[src/rtl/otc_pkg.sv]
// Shared types, constants and the microcode store of the oscillator trim calibrator.
// Depends on nothing; every other file imports it.

package otc_pkg;

    localparam int TRIM_BITS  = 8;
    localparam int TICK_BITS  = 16;
    localparam int STEP_BITS  = 8;
    localparam int CFG_IDX_W  = 2;
    localparam int CFG_DATA_W = 16;
    localparam int UPC_W      = 5;

    localparam logic [TRIM_BITS-1:0] TRIM_MAX   = {TRIM_BITS{1'b1}};
    localparam logic [STEP_BITS-1:0] STEP_FLOOR = STEP_BITS'((2 ** TRIM_BITS - 1 + 63) / 64);
    localparam logic [TICK_BITS-1:0] DEV_NONE   = {TICK_BITS{1'b1}};

    // Configuration register indexes
    localparam logic [CFG_IDX_W-1:0] CFG_TARGET    = 2'd0;
    localparam logic [CFG_IDX_W-1:0] CFG_TOLERANCE = 2'd1;
    localparam logic [CFG_IDX_W-1:0] CFG_MAX_STEP  = 2'd2;

    localparam logic [TICK_BITS-1:0] TARGET_RESET    = 16'd1000;
    localparam logic [TICK_BITS-1:0] TOLERANCE_RESET = 16'd10;
    localparam logic [STEP_BITS-1:0] MAX_STEP_RESET  = 8'd16;

    localparam logic OP_START   = 1'b0;
    localparam logic OP_MEASURE = 1'b1;

    // Run phases
    localparam logic [1:0] PH_IDLE   = 2'd0;
    localparam logic [1:0] PH_SEARCH = 2'd1;
    localparam logic [1:0] PH_SWEEP  = 2'd2;

    // Datapath actions
    localparam logic [3:0] A_NONE        = 4'd0;
    localparam logic [3:0] A_LATCH       = 4'd1;
    localparam logic [3:0] A_INIT_RANGE  = 4'd2;
    localparam logic [3:0] A_INIT_PROBE  = 4'd3;
    localparam logic [3:0] A_SLEW        = 4'd4;
    localparam logic [3:0] A_HALVE       = 4'd5;
    localparam logic [3:0] A_MOVE_PROBE  = 4'd6;
    localparam logic [3:0] A_SWEEP_SET   = 4'd7;
    localparam logic [3:0] A_EMIT_SWL    = 4'd8;
    localparam logic [3:0] A_FIN_APPLIED = 4'd9;
    localparam logic [3:0] A_DEV         = 4'd10;
    localparam logic [3:0] A_INC_SWL     = 4'd11;
    localparam logic [3:0] A_FIN_SWL     = 4'd12;
    localparam logic [3:0] A_FIN_BEST    = 4'd13;

    // Jump conditions
    localparam logic [3:0] C_NEXT      = 4'd0;
    localparam logic [3:0] C_ALWAYS    = 4'd1;
    localparam logic [3:0] C_NO_INPUT  = 4'd2;
    localparam logic [3:0] C_OP_START  = 4'd3;
    localparam logic [3:0] C_PH_SEARCH = 4'd4;
    localparam logic [3:0] C_PH_SWEEP  = 4'd5;
    localparam logic [3:0] C_FAR       = 4'd6;
    localparam logic [3:0] C_MATCH     = 4'd7;
    localparam logic [3:0] C_STEP_ZERO = 4'd8;
    localparam logic [3:0] C_SWEEP_END = 4'd9;

    // Microcode addresses
    localparam logic [UPC_W-1:0] U_FETCH     = 5'd0;
    localparam logic [UPC_W-1:0] U_DISP      = 5'd1;
    localparam logic [UPC_W-1:0] U_DISP_SRCH = 5'd2;
    localparam logic [UPC_W-1:0] U_DISP_SWP  = 5'd3;
    localparam logic [UPC_W-1:0] U_DROP      = 5'd4;
    localparam logic [UPC_W-1:0] U_START     = 5'd5;
    localparam logic [UPC_W-1:0] U_START_PRB = 5'd6;
    localparam logic [UPC_W-1:0] U_SLEW      = 5'd7;
    localparam logic [UPC_W-1:0] U_SLEW_DONE = 5'd8;
    localparam logic [UPC_W-1:0] U_SRCH      = 5'd9;
    localparam logic [UPC_W-1:0] U_SRCH_HLV  = 5'd10;
    localparam logic [UPC_W-1:0] U_SRCH_TST  = 5'd11;
    localparam logic [UPC_W-1:0] U_SRCH_MOVE = 5'd12;
    localparam logic [UPC_W-1:0] U_SWEEP_SET = 5'd13;
    localparam logic [UPC_W-1:0] U_SWEEP_GO  = 5'd14;
    localparam logic [UPC_W-1:0] U_FIN_APP   = 5'd15;
    localparam logic [UPC_W-1:0] U_SWP       = 5'd16;
    localparam logic [UPC_W-1:0] U_SWP_DEV   = 5'd17;
    localparam logic [UPC_W-1:0] U_SWP_TST   = 5'd18;
    localparam logic [UPC_W-1:0] U_SWP_NEXT  = 5'd19;
    localparam logic [UPC_W-1:0] U_FIN_SWL   = 5'd20;
    localparam logic [UPC_W-1:0] U_FIN_BEST  = 5'd21;

    typedef struct packed {
        logic [3:0]       action;
        logic [3:0]       cond;
        logic [UPC_W-1:0] target;
        logic             emit;
    } otc_ctrl_t;

    typedef struct packed {
        logic no_input;
        logic op_start;
        logic ph_search;
        logic ph_sweep;
        logic far;
        logic match;
        logic step_zero;
        logic sweep_end;
    } otc_flags_t;

    function automatic otc_ctrl_t mk(input logic [3:0] action, input logic [3:0] cond,
                                     input logic [UPC_W-1:0] target, input logic emit);
        otc_ctrl_t w;
        w.action = action;
        w.cond   = cond;
        w.target = target;
        w.emit   = emit;
        return w;
    endfunction

    function automatic otc_ctrl_t otc_rom(input logic [UPC_W-1:0] addr);
        otc_ctrl_t w;
        case (addr)
            U_FETCH:     w = mk(A_LATCH,       C_NO_INPUT,  U_FETCH,     1'b0);
            U_DISP:      w = mk(A_NONE,        C_OP_START,  U_START,     1'b0);
            U_DISP_SRCH: w = mk(A_NONE,        C_PH_SEARCH, U_SRCH,      1'b0);
            U_DISP_SWP:  w = mk(A_NONE,        C_PH_SWEEP,  U_SWP,       1'b0);
            U_DROP:      w = mk(A_NONE,        C_ALWAYS,    U_FETCH,     1'b0);
            U_START:     w = mk(A_INIT_RANGE,  C_NEXT,      U_FETCH,     1'b0);
            U_START_PRB: w = mk(A_INIT_PROBE,  C_NEXT,      U_FETCH,     1'b0);
            U_SLEW:      w = mk(A_SLEW,        C_FAR,       U_SLEW,      1'b1);
            U_SLEW_DONE: w = mk(A_NONE,        C_ALWAYS,    U_FETCH,     1'b0);
            U_SRCH:      w = mk(A_NONE,        C_MATCH,     U_FIN_APP,   1'b0);
            U_SRCH_HLV:  w = mk(A_HALVE,       C_NEXT,      U_FETCH,     1'b0);
            U_SRCH_TST:  w = mk(A_NONE,        C_STEP_ZERO, U_SWEEP_SET, 1'b0);
            U_SRCH_MOVE: w = mk(A_MOVE_PROBE,  C_ALWAYS,    U_SLEW,      1'b0);
            U_SWEEP_SET: w = mk(A_SWEEP_SET,   C_NEXT,      U_FETCH,     1'b0);
            U_SWEEP_GO:  w = mk(A_EMIT_SWL,    C_ALWAYS,    U_FETCH,     1'b1);
            U_FIN_APP:   w = mk(A_FIN_APPLIED, C_ALWAYS,    U_FETCH,     1'b1);
            U_SWP:       w = mk(A_NONE,        C_MATCH,     U_FIN_SWL,   1'b0);
            U_SWP_DEV:   w = mk(A_DEV,         C_NEXT,      U_FETCH,     1'b0);
            U_SWP_TST:   w = mk(A_NONE,        C_SWEEP_END, U_FIN_BEST,  1'b0);
            U_SWP_NEXT:  w = mk(A_INC_SWL,     C_ALWAYS,    U_FETCH,     1'b1);
            U_FIN_SWL:   w = mk(A_FIN_SWL,     C_ALWAYS,    U_FETCH,     1'b1);
            U_FIN_BEST:  w = mk(A_FIN_BEST,    C_ALWAYS,    U_FETCH,     1'b1);
            default:     w = mk(A_NONE,        C_ALWAYS,    U_FETCH,     1'b0);
        endcase
        return w;
    endfunction

endpackage

[src/rtl/otc_if.sv]
// Valid/ready channel interfaces for the calibrator's items and results.
// Depends on otc_pkg for the field widths.

interface otc_item_if
    import otc_pkg::*;
();
    logic                 valid;
    logic                 ready;
    logic                 opcode;
    logic [7:0]           range_low;
    logic [7:0]           range_high;
    logic [7:0]           present_trim;
    logic [TICK_BITS-1:0] measured_ticks;

    modport source (output valid, output opcode, output range_low, output range_high,
                    output present_trim, output measured_ticks, input ready);
    modport sink   (input valid, input opcode, input range_low, input range_high,
                    input present_trim, input measured_ticks, output ready);
endinterface

interface otc_result_if
    import otc_pkg::*;
();
    logic                 valid;
    logic                 ready;
    logic [TRIM_BITS-1:0] trim_value;
    logic                 measure_now;
    logic                 finished;
    logic                 succeeded;

    modport source (output valid, output trim_value, output measure_now, output finished,
                    output succeeded, input ready);
    modport sink   (input valid, input trim_value, input measure_now, input finished,
                    input succeeded, output ready);
endinterface

[src/rtl/otc_seq.sv]
// Microcode sequencer: step counter, control store and conditional jumps.
// Depends on otc_pkg for the control word, the flag group and the program.

module otc_seq
    import otc_pkg::*;
(
    input  logic       clk,
    input  logic       rst_n,
    input  logic       adv,
    input  otc_flags_t flags,
    output otc_ctrl_t  ctrl,
    output logic       at_fetch
);

    logic [UPC_W-1:0] upc_reg;
    logic [UPC_W-1:0] upc_next;
    logic             take;

    assign ctrl     = otc_rom(upc_reg);
    assign at_fetch = (upc_reg == U_FETCH);

    always_comb
    begin
        case (ctrl.cond)
            C_NEXT:      take = 1'b0;
            C_ALWAYS:    take = 1'b1;
            C_NO_INPUT:  take = flags.no_input;
            C_OP_START:  take = flags.op_start;
            C_PH_SEARCH: take = flags.ph_search;
            C_PH_SWEEP:  take = flags.ph_sweep;
            C_FAR:       take = flags.far;
            C_MATCH:     take = flags.match;
            C_STEP_ZERO: take = flags.step_zero;
            C_SWEEP_END: take = flags.sweep_end;
            default:     take = 1'b1;
        endcase
        if (!adv)
            upc_next = upc_reg;
        else if (take)
            upc_next = ctrl.target;
        else
            upc_next = upc_reg + 1'b1;
    end

    always_ff @(posedge clk or negedge rst_n)
    begin
        if (!rst_n)
            upc_reg <= U_FETCH;
        else
            upc_reg <= upc_next;
    end

endmodule

[src/rtl/oscillator_trim_calibrator.sv]
// Oscillator trim calibrator: top level with the datapath and the result register.
// Depends on otc_pkg, the channel interfaces in otc_if and the sequencer otc_seq.

// A start transaction gives the search range and the trim now applied; each
// measurement transaction then reports the tick count at the current probe.
// A microcoded sequencer works through one transaction at a time, one control
// step per cycle unless a stalled result holds it, so the item channel is ready
// only while it waits for the next transaction. A start slews the trim to the
// first probe in at most 64 writes; a search measurement gives its slewed writes
// or one final or sweep write; a sweep measurement gives one write; a
// measurement while idle gives no result. The trim writes of a slew come one per
// cycle, while the result is taken, from a single registered result stage; a
// stalled result holds the sequencer.

module oscillator_trim_calibrator
    import otc_pkg::*;
(
    input  logic                  clk,
    input  logic                  rst_n,
    input  logic                  cfg_write,
    input  logic [CFG_IDX_W-1:0]  cfg_index,
    input  logic [CFG_DATA_W-1:0] cfg_data,
    otc_item_if.sink              item,
    otc_result_if.source          result
);

    logic [TICK_BITS-1:0] target_reg;
    logic [TICK_BITS-1:0] tolerance_reg;
    logic [STEP_BITS-1:0] max_step_reg;

    logic                 op_reg;
    logic [TRIM_BITS-1:0] in_lo_reg;
    logic [TRIM_BITS-1:0] in_hi_reg;
    logic [TRIM_BITS-1:0] in_present_reg;
    logic [TICK_BITS-1:0] ticks_reg;

    logic [1:0]           phase_reg;
    logic [TRIM_BITS-1:0] lo_reg;
    logic [TRIM_BITS-1:0] hi_reg;
    logic [TRIM_BITS-1:0] applied_reg;
    logic [TRIM_BITS-1:0] probe_reg;
    logic [TRIM_BITS-1:0] step_reg;
    logic [TRIM_BITS-1:0] swl_reg;
    logic [TRIM_BITS-1:0] swh_reg;
    logic [TRIM_BITS-1:0] best_reg;
    logic [TICK_BITS-1:0] least_reg;

    logic                 out_valid_reg;
    logic [TRIM_BITS-1:0] out_trim_reg;
    logic                 out_measure_reg;
    logic                 out_finished_reg;
    logic                 out_succeeded_reg;

    otc_ctrl_t            ctrl;
    otc_flags_t           flags;
    logic                 at_fetch;
    logic                 adv;

    logic [STEP_BITS-1:0] lim;
    logic [TRIM_BITS-1:0] diff;
    logic [TRIM_BITS-1:0] slew_trim;
    logic                 far;
    logic [TRIM_BITS:0]   span;
    logic [TRIM_BITS:0]   lo_plus2;
    logic [TRIM_BITS:0]   probe_plus2;
    logic [TICK_BITS-1:0] dev;
    logic [TRIM_BITS-1:0] swl_inc;

    logic                 emit_meas;
    logic                 emit_fin;
    logic                 emit_succ;
    logic [TRIM_BITS-1:0] emit_trim;

    // Slew arithmetic: the step limit never drops below the floor that keeps a
    // full-scale move within 64 writes.
    always_comb
    begin
        lim         = (max_step_reg < STEP_FLOOR) ? STEP_FLOOR : max_step_reg;
        diff        = (applied_reg > probe_reg) ? applied_reg - probe_reg
                                                : probe_reg - applied_reg;
        far         = ({{(STEP_BITS){1'b0}}, diff} > {{(TRIM_BITS){1'b0}}, lim});
        if (!far)
            slew_trim = probe_reg;
        else if (applied_reg > probe_reg)
            slew_trim = applied_reg - TRIM_BITS'(lim);
        else
            slew_trim = applied_reg + TRIM_BITS'(lim);
        span        = {1'b0, hi_reg} - {1'b0, lo_reg} + 1'b1;
        lo_plus2    = {1'b0, lo_reg} + 2'd2;
        probe_plus2 = {1'b0, probe_reg} + 2'd2;
        dev         = (ticks_reg < target_reg) ? target_reg - ticks_reg
                                               : ticks_reg - target_reg;
        swl_inc     = swl_reg + 1'b1;
    end

    always_comb
    begin
        flags.no_input  = !item.valid;
        flags.op_start  = (op_reg == OP_START);
        flags.ph_search = (phase_reg == PH_SEARCH);
        flags.ph_sweep  = (phase_reg == PH_SWEEP);
        flags.far       = far;
        flags.match     = (ticks_reg == target_reg);
        flags.step_zero = (step_reg == '0);
        flags.sweep_end = (swl_reg >= swh_reg);
    end

    assign adv = !(ctrl.emit && out_valid_reg && !result.ready);

    otc_seq u_seq (
        .clk      (clk),
        .rst_n    (rst_n),
        .adv      (adv),
        .flags    (flags),
        .ctrl     (ctrl),
        .at_fetch (at_fetch)
    );

    assign item.ready = at_fetch;

    always_comb
    begin
        emit_meas = 1'b1;
        emit_fin  = 1'b0;
        emit_succ = 1'b0;
        case (ctrl.action)
            A_SLEW:
            begin
                emit_trim = slew_trim;
                emit_meas = !far;
            end
            A_EMIT_SWL:    emit_trim = swl_reg;
            A_INC_SWL:     emit_trim = swl_inc;
            A_FIN_APPLIED:
            begin
                emit_trim = applied_reg;
                emit_meas = 1'b0;
                emit_fin  = 1'b1;
                emit_succ = 1'b1;
            end
            A_FIN_SWL:
            begin
                emit_trim = swl_reg;
                emit_meas = 1'b0;
                emit_fin  = 1'b1;
                emit_succ = 1'b1;
            end
            A_FIN_BEST:
            begin
                emit_trim = best_reg;
                emit_meas = 1'b0;
                emit_fin  = 1'b1;
                emit_succ = (least_reg < tolerance_reg);
            end
            default:       emit_trim = applied_reg;
        endcase
    end

    always_ff @(posedge clk or negedge rst_n)
    begin
        if (!rst_n)
        begin
            target_reg    <= TARGET_RESET;
            tolerance_reg <= TOLERANCE_RESET;
            max_step_reg  <= MAX_STEP_RESET;
        end
        else if (cfg_write)
        begin
            case (cfg_index)
                CFG_TARGET:    target_reg    <= cfg_data;
                CFG_TOLERANCE: tolerance_reg <= cfg_data;
                CFG_MAX_STEP:  max_step_reg  <= cfg_data[STEP_BITS-1:0];
                default:       ;
            endcase
        end
    end

    always_ff @(posedge clk)
    begin
        if (item.valid && at_fetch)
        begin
            op_reg         <= item.opcode;
            in_lo_reg      <= item.range_low;
            in_hi_reg      <= item.range_high;
            in_present_reg <= item.present_trim;
            ticks_reg      <= item.measured_ticks;
        end
    end

    always_ff @(posedge clk or negedge rst_n)
    begin
        if (!rst_n)
        begin
            phase_reg   <= PH_IDLE;
            lo_reg      <= '0;
            hi_reg      <= '0;
            applied_reg <= '0;
            probe_reg   <= '0;
            step_reg    <= '0;
            swl_reg     <= '0;
            swh_reg     <= '0;
            best_reg    <= '0;
            least_reg   <= DEV_NONE;
        end
        else if (adv)
        begin
            case (ctrl.action)
                A_INIT_RANGE:
                begin
                    lo_reg      <= in_lo_reg;
                    hi_reg      <= (in_hi_reg < in_lo_reg) ? in_lo_reg : in_hi_reg;
                    applied_reg <= in_present_reg;
                    phase_reg   <= PH_SEARCH;
                end
                A_INIT_PROBE:
                begin
                    step_reg  <= span[TRIM_BITS:1];
                    probe_reg <= lo_reg + span[TRIM_BITS:1];
                end
                A_SLEW:       applied_reg <= slew_trim;
                A_HALVE:      step_reg <= step_reg >> 1;
                A_MOVE_PROBE:
                    probe_reg <= (ticks_reg < target_reg) ? probe_reg + step_reg
                                                          : probe_reg - step_reg;
                A_SWEEP_SET:
                begin
                    swl_reg   <= ({1'b0, probe_reg} > lo_plus2) ? probe_reg - 2'd2 : lo_reg;
                    swh_reg   <= (probe_plus2 < {1'b0, hi_reg}) ? probe_plus2[TRIM_BITS-1:0]
                                                                : hi_reg;
                    best_reg  <= probe_reg;
                    least_reg <= DEV_NONE;
                    phase_reg <= PH_SWEEP;
                end
                A_EMIT_SWL:   applied_reg <= swl_reg;
                A_FIN_APPLIED: phase_reg <= PH_IDLE;
                A_DEV:
                begin
                    if (dev <= least_reg)
                    begin
                        least_reg <= dev;
                        best_reg  <= swl_reg;
                    end
                end
                A_INC_SWL:
                begin
                    swl_reg     <= swl_inc;
                    applied_reg <= swl_inc;
                end
                A_FIN_SWL:
                begin
                    applied_reg <= swl_reg;
                    phase_reg   <= PH_IDLE;
                end
                A_FIN_BEST:
                begin
                    applied_reg <= best_reg;
                    phase_reg   <= PH_IDLE;
                end
                default:      ;
            endcase
        end
    end

    // Result register: filled by an emitting step, emptied when the sink takes it.
    always_ff @(posedge clk or negedge rst_n)
    begin
        if (!rst_n)
            out_valid_reg <= 1'b0;
        else if (ctrl.emit && adv)
            out_valid_reg <= 1'b1;
        else if (result.ready)
            out_valid_reg <= 1'b0;
    end

    always_ff @(posedge clk)
    begin
        if (ctrl.emit && adv)
        begin
            out_trim_reg      <= emit_trim;
            out_measure_reg   <= emit_meas;
            out_finished_reg  <= emit_fin;
            out_succeeded_reg <= emit_succ;
        end
    end

    assign result.valid       = out_valid_reg;
    assign result.trim_value  = out_trim_reg;
    assign result.measure_now = out_measure_reg;
    assign result.finished    = out_finished_reg;
    assign result.succeeded   = out_succeeded_reg;

endmodule

[src/flat_wrapper.sv]
// flat-port wrapper written by rule: the top's interface ports become plain ports
module oscillator_trim_calibrator_flat import otc_pkg::*;
  (clk, rst_n, cfg_write, cfg_index, cfg_data, item_valid, item_opcode, item_range_low, item_range_high, item_present_trim, item_measured_ticks, item_ready, result_valid, result_trim_value, result_measure_now, result_finished, result_succeeded, result_ready);
  otc_item_if item_i ();
  otc_result_if result_i ();
  input  logic clk;
  input  logic rst_n;
  input  logic cfg_write;
  input  logic [CFG_IDX_W-1:0] cfg_index;
  input  logic [CFG_DATA_W-1:0] cfg_data;
  input wire logic [$bits(item_i.valid)-1:0] item_valid;
  input wire logic [$bits(item_i.opcode)-1:0] item_opcode;
  input wire logic [$bits(item_i.range_low)-1:0] item_range_low;
  input wire logic [$bits(item_i.range_high)-1:0] item_range_high;
  input wire logic [$bits(item_i.present_trim)-1:0] item_present_trim;
  input wire logic [$bits(item_i.measured_ticks)-1:0] item_measured_ticks;
  output wire logic [$bits(item_i.ready)-1:0] item_ready;
  output wire logic [$bits(result_i.valid)-1:0] result_valid;
  output wire logic [$bits(result_i.trim_value)-1:0] result_trim_value;
  output wire logic [$bits(result_i.measure_now)-1:0] result_measure_now;
  output wire logic [$bits(result_i.finished)-1:0] result_finished;
  output wire logic [$bits(result_i.succeeded)-1:0] result_succeeded;
  input wire logic [$bits(result_i.ready)-1:0] result_ready;
  assign item_i.valid = item_valid;
  assign item_i.opcode = item_opcode;
  assign item_i.range_low = item_range_low;
  assign item_i.range_high = item_range_high;
  assign item_i.present_trim = item_present_trim;
  assign item_i.measured_ticks = item_measured_ticks;
  assign item_ready = item_i.ready;
  assign result_valid = result_i.valid;
  assign result_trim_value = result_i.trim_value;
  assign result_measure_now = result_i.measure_now;
  assign result_finished = result_i.finished;
  assign result_succeeded = result_i.succeeded;
  assign result_i.ready = result_ready;
  oscillator_trim_calibrator u_core (.clk(clk), .rst_n(rst_n), .cfg_write(cfg_write), .cfg_index(cfg_index), .cfg_data(cfg_data), .item(item_i), .result(result_i));
endmodule
[config.mk]
export PLATFORM = sky130hd
export DESIGN_NAME = oscillator_trim_calibrator_flat
export DESIGN_NICKNAME = d
export VERILOG_FILES = /design/src/rtl/otc_pkg.sv /design/src/rtl/otc_if.sv /design/src/rtl/otc_seq.sv /design/src/rtl/oscillator_trim_calibrator.sv /design/src/flat_wrapper.sv
export SDC_FILE = /design/constraint.sdc
export NUM_CORES = 1
export LEC_CHECK = 0
export BUFFER_PORTS_ARGS = -buffer_cell sky130_fd_sc_hd__buf_2
export CORE_ASPECT_RATIO = 0.7
export CORE_MARGIN = 5
export CORE_UTILIZATION = 45
export CTS_CLUSTER_SIZE = 16
export DETAILED_ROUTE_END_ITERATION = 7
export PLACE_DENSITY = 0.6
export SETUP_SLACK_MARGIN = 0.4
export SYNTH_ARGS = -nofsm -noshare
export SYNTH_HDL_FRONTEND = slang
export SYNTH_SLANG_ARGS = --single-unit
[constraint.sdc]
create_clock -name clk -period 13.4 [get_ports clk]
set_clock_uncertainty 0.2 [all_clocks]
set_input_delay 2.68 -clock clk [delete_from_list [all_inputs] [get_ports clk]]
set_output_delay 2.68 -clock clk [all_outputs]
set_load 0.02 [all_outputs]
Word-level counts from Yosys, hierarchy flattened:

Memory sizes are Yosys's and may differ from the RTL's.
Cells that the tools add are included.

* $add $sub $neg: 16
* order comparisons: 10
* equal/unequal tests: 26
* mux-type cells: 26
* bitwise operators: 2
* reductions and logical operators: 33

Operator list (number)
* $mux 8: 9
* $pmux 8 s2: 4
* $pmux 8 s5: 1
* $eq 4x3->1 const B: 8
* $eq 4x4->1 const B: 8
* $lt 16x16->1: 2
* $mux 16: 2
* $pmux 16 s2: 1
* $pmux 8 s4: 1
* $sub 16x16->16: 2
* $sub 8x8->8: 4
* $add 8x8->8: 3
* $reduce_and 2->1: 10
* $add 8x2->9 const B: 2
* $eq 16x16->1: 1
* $eq 4x2->1 const B: 4
* $gt 8x8->1: 2
* $le 16x16->1: 1
* $reduce_bool 2->1: 5
* $add 9x1->9 const B: 1
* $gt 8x9->1: 1
* $lt 9x8->1: 1
* $pmux 1 s9: 1
* $sub 8x8->9: 1
* other kinds (25): 38

* register bits: 180
* bits in read-only memories: 448
* bits of input ports: 64
* output and inout bits: 13
* memories: 1

Memories
* (name not given): depth 32, bits a word 14, read ports 1, clocked after Yosys merged registers in 0, wr ports 0, line otc_pkg.sv:116 `case (addr)`

Depth between registers and ports, before layout:

* depth in word-level cells: 6
* mapped depth: 24

Modules after synthesis:

Synthesis repeated with hierarchy kept, for this count alone.

* cells, all modules: 1569
* area total of the unflattened synthesis: 14282.4 um^2

Modules (own cells, without submodules)
* oscillator_trim_calibrator: times used 1, cells an instance 1445, area an instance 13317.8 um^2, seq. area each 4670.7 um^2
* otc_seq: times used 1, cells an instance 124, area an instance 964.7 um^2, seq. area each 125.1 um^2

Least setup slack after synthesis:

No wires, ideal clock.

* path type: flip-flop to flip-flop
* from: reg u_core.probe_reg[1]
* to: reg u_core.applied_reg[4]
* library setup time: 0.138 ns
* arrival time: 4.668 ns
* data required time: 13.062 ns
* slack: 8.394 ns
* stages on the path, launching flop included: 24
* path buffers: 3
* clock period less this slack: 5.006 ns
* cells stage by stage: dfrtp_1 clkbuf_1 inv_1 fa_1 a21o_1 a21oi_1 o211ai_1 and2_1 buf_4 mux2i_1 a311oi_1 o21ai_0 a21oi_1 xnor2_1 ha_1 a211o_1 a21oi_1 a31o_2 clkbuf_1 nor2_1 a21oi_1 nor2_1 a2111oi_0 a21oi_1

* cells in the longest elaborated chain, start to end: 5

RTL lines
* start: declaration: line oscillator_trim_calibrator.sv:41 `logic [TRIM_BITS-1:0] probe_reg;`
* start signal: assignment: line oscillator_trim_calibrator.sv:218 `probe_reg <= lo_reg + span[TRIM_BITS:1];`
* start signal: assignment: line oscillator_trim_calibrator.sv:223 `probe_reg <= (ticks_reg < target_reg) ? probe_reg + step_reg`
* $sub 8x8->8 (tied with other cells): line oscillator_trim_calibrator.sv:80 `: probe_reg - applied_reg;`
* $mux 8: line oscillator_trim_calibrator.sv:79 `diff = (applied_reg > probe_reg) ? applied_reg - probe_reg`
* $gt 8x8->1: line oscillator_trim_calibrator.sv:81 `far = ({{(STEP_BITS){1'b0}}, diff} > {{(TRIM_BITS){1'b0}}, lim});`
* $mux 8 *: line oscillator_trim_calibrator.sv:82 `if (!far)`
* $pmux 8 s5 *: line oscillator_trim_calibrator.sv:207 `case (ctrl.action)`
* end signal: assignment: line oscillator_trim_calibrator.sv:212 `applied_reg <= in_present_reg;`
* end signal: assignment: line oscillator_trim_calibrator.sv:220 `A_SLEW: applied_reg <= slew_trim;`
* end signal: assignment: line oscillator_trim_calibrator.sv:234 `A_EMIT_SWL: applied_reg <= swl_reg;`
* end: declaration: line oscillator_trim_calibrator.sv:40 `logic [TRIM_BITS-1:0] applied_reg;`

Mark *: on every way between the ends. The rest lies on a longest branch, timed or not.
A chain may end at the register's enable or synchronous reset.

Worst setup path in the final report:

* from: reg u_core.probe_reg[1]
* to: reg u_core.applied_reg[3]

The elaborated chain is that of the path after synthesis.

==> results.tsv <==
stage	metric	value	unit
cells_and_area	nets	1755	
global_route	first-pass GRT wire length	59.1	mm
synthesis	Seq cells post-synth	180	
synthesis	Mapped Area	13800	µm²
synthesis	Distinct cells, synth	92	
synthesis	adder-cell area share of the yosys netlist	0.160	
global_route	antenna violations before repair	0	
clocking	TritonCTS clock tree	done	
detailed_routing	router iterations before antenna repair	7	
critical_path	kind of critical path	register to register	
timing	max_slew headroom	0.241	
clocking	post-CTS setup buffer count	0	
detailed_routing	DRT iter0 DRCs	921	
cells_and_area	area growth from synthesis to layout	9.23	%
floorplanning	initial core utilization	0.458	
global_route	total track usage	0.221	
synthesis	Post-Synth Simple-Gate Area	0.132	
critical_path	reg2reg setup slack	7.34	ns
synthesis	multiplexer area fraction after synthesis	0.0653	
global_route	GR Util met3	0.0493	
global_route	GR Overflow Total	0	
hold_path	min-delay src	u_core.swh_reg[3]$_DFFE_PN0P_	
detailed_routing	WL/cell	19.3	µm
detailed_routing	drt drc	0	
place	DP Area	14500	µm²
synthesis	Warnings, synthesis	0	
place	Cells after DPL	1913	
timing	setup_tns	0	ns
global_route	GRT met2 Usage	0.289	
detailed_routing	Via Count	10900	
timing	RSZ-0062 raised after global routing	no	
synthesis	Synthesized Nets	1707	
hold_path	Tightest Hold Check Type	register to register	
cells_and_area	Non-Filler Instances	1945	
cells_and_area	share of layout cells above drive strength 1	0.138	
synthesis	largest family of logic cells by synthesized area	compound AO/OA/AOI/OAI gates	
floorplanning	num ports	77	
global_route	met1 Use GR	0.365	
clocking	clock buffer depth	2	
critical_path	r2r startpoint	u_core.probe_reg[1]$_DFFE_PN0P_	
place	Port Buffers	76	
timing	worst-margin pin slew	1.14	ns
detailed_routing	Detailed Route WL	37.6	mm
synthesis	Compound-Gate Fraction of Synth Area	0.183	
clocking	clock-pin slew on the worst setup and hold paths	0.08	ns
place	Post-DP HPWL	28.4	mm
synthesis	Syn Inst Count	1472	
clocking	clk sinks	180	
clocking	post_cts resized	0	
synthesis	Avg Cell Area, Syn	9.38	µm²
floorplanning	Die W	219	µm
synthesis	top cell type by total area after synthesis	dfrtp_1	
cells_and_area	layout filler cell count	2823	
timing	final setup vio count	0	
floorplanning	Placeable Area	30200	µm²
run_status	status	finished clean	
floorplanning	die area	34300	µm²
critical_path	Critical Path Start	u_core.probe_reg[1]$_DFFE_PN0P_	
global_route	largest net degree at the start of global routing	69	
critical_path	CP Data Required Time	13.55	ns
timing	fmax	0.165	GHz
synthesis	Top FF cell, synth	dfrtp_1	
synthesis	ys async rst share	0.711	
timing	Final Hold Vio Count	0	
clocking	H-tree levels	4	
cells_and_area	Design Area, Final	15100	µm²
floorplanning	chip height	157	µm
clocking	CTS root buf	clkbuf_16	
floorplanning	row count	53	
cells_and_area	diodes inserted	0	
critical_path	Worst EP arrival	6.21	ns
synthesis	sequential-to-total area share from yosys stat	0.347	
global_route	vias in the first global route	10300	
clocking	hold_buf cts	0	
critical_path	Critical Path Start Type	register	
timing	Final Cycle Share	0.452	
global_route	gr busiest metal	met1	
clocking	total CTS buffers	17	
synthesis	EDFF count, synth	52	
place	Final GP Congestion	0.925	
run	max-cap violation count	0	
synthesis	share of the synthesized area in the top cell type	0.187	
timing	Tmin final	6.06	ns
critical_path	critical path endpoint category	register	
detailed_routing	Vias/cell	5.61	
clocking	Worst-Skew Late Latency	0.46	ns
detailed_routing	Final ANT Viol Nets	0	
critical_path	CP max FO	20	
synthesis	synth top area cells	dfrtp_1 19%, ha_1 15%, edfxtp_1 11%	
timing	Slew Limit Fails	0	
synthesis	Synth Area in XOR/XNOR	0.0494	
-- metrics by stage --
stage	worst slack (ns)	hold WS, ns	utilization
final	7.34	0.294	0.500
after global routing	6.91	0.326	0.500
after CTS	7.39	0.293	0.500
after detailed placement	7.43	0.277	0.480
after global placement	7.57	0.267	0.480
after floorplan	8.39	0.250	-
-- Yosys cell counts, drive strengths merged (22+ instances only) --
cell type  instances
dfstp             25
clkbuf            22
dfrtp            103
nor2              89
o21ai             99
mux2              33
ha               163
xnor2             62
mux2i             53
edfxtp            52
nor3              31
nor2b             28
nand2            103
inv              147
a21oi            105
nand3             37
buf               37
a21o              37
-- placed cells by master, fill, tap and decap left out, drive strengths merged, types with 25 or more instances in the layout --
cell    count
a21oi     105
nand3      37
inv       157
mux2i      53
a21o       37
nand2     103
xnor2      62
ha        163
nor2b      28
nor3       31
dfrtp     103
nor2       89
edfxtp     52
dfstp      25
buf        88
mux2       33
o21ai      99
-- layout make-up --
cell class | count | area, µm² | area share
clock inverter | 15 | 161 | 0.0107
sequential | 180 | 4800 | 0.318
timing repair buffer | 88 | 477 | 0.0316
inverter | 148 | 556 | 0.0368
tap | 412 | 515 | 0.0342
clock buffer | 17 | 425 | 0.0282
multi-input combinational | 1085 | 8150 | 0.541
-- path summary, 6_finish.rpt --
kind / to / depth (start not counted)
hold reg to reg: u_core.swh_reg[3]$_DFFE_PN0P_ / 2
setup reg to reg: u_core.applied_reg[3]$_DFFE_PN0P_ / 20
min in group asynchronous: u_core.tolerance_reg[11]$_DFFE_PN0P_ / 1
max in group asynchronous: u_core.best_reg[7]$_DFFE_PN0P_ / 2
hold / removal: u_core.swh_reg[3]$_DFFE_PN0P_ / 2
setup / recovery: u_core.applied_reg[3]$_DFFE_PN0P_ / 20
-- worst max-delay path: stages, from the launching register on --
cell and delay, ns:
dfrtp_1 0.72, inv_1 0.30, fa_1 0.49, a21o_1 0.19, a21oi_1 0.20, o211ai_1 0.15, and2_1 0.46, a211oi_1 0.35
a21oi_1 0.11, a221o_1 0.33, a21boi_0 0.21, xnor2_1 0.17, ha_1 0.28, o21a_1 0.18, o22ai_1 0.14, a31o_2 0.39
mux2i_1 0.23, nor2_1 0.06, a2111oi_1 0.51, a21oi_1 0.12, a21o_1 0.19
-- cell families (layout without fill, tap and decap cells) --
logic type      after synthesis  count (layout)
buf+inv                     207             268
xor+xnor                     77              77
flops                       180             180
fa+ha+maj                   172             172
compound gates              378             378
simple gates                372             372
mux                          86              86
-- per-layer routing --
metal	wire, µm	vias up
li1	-	5343
met1	20100	5238
met2	14600	311
met3	2500	27
met4	318	0
met5	0	-
Power is left out: the tool's default activity adds up to more than one toggle a clock period on the data nets, which glitch-free logic cannot reach.
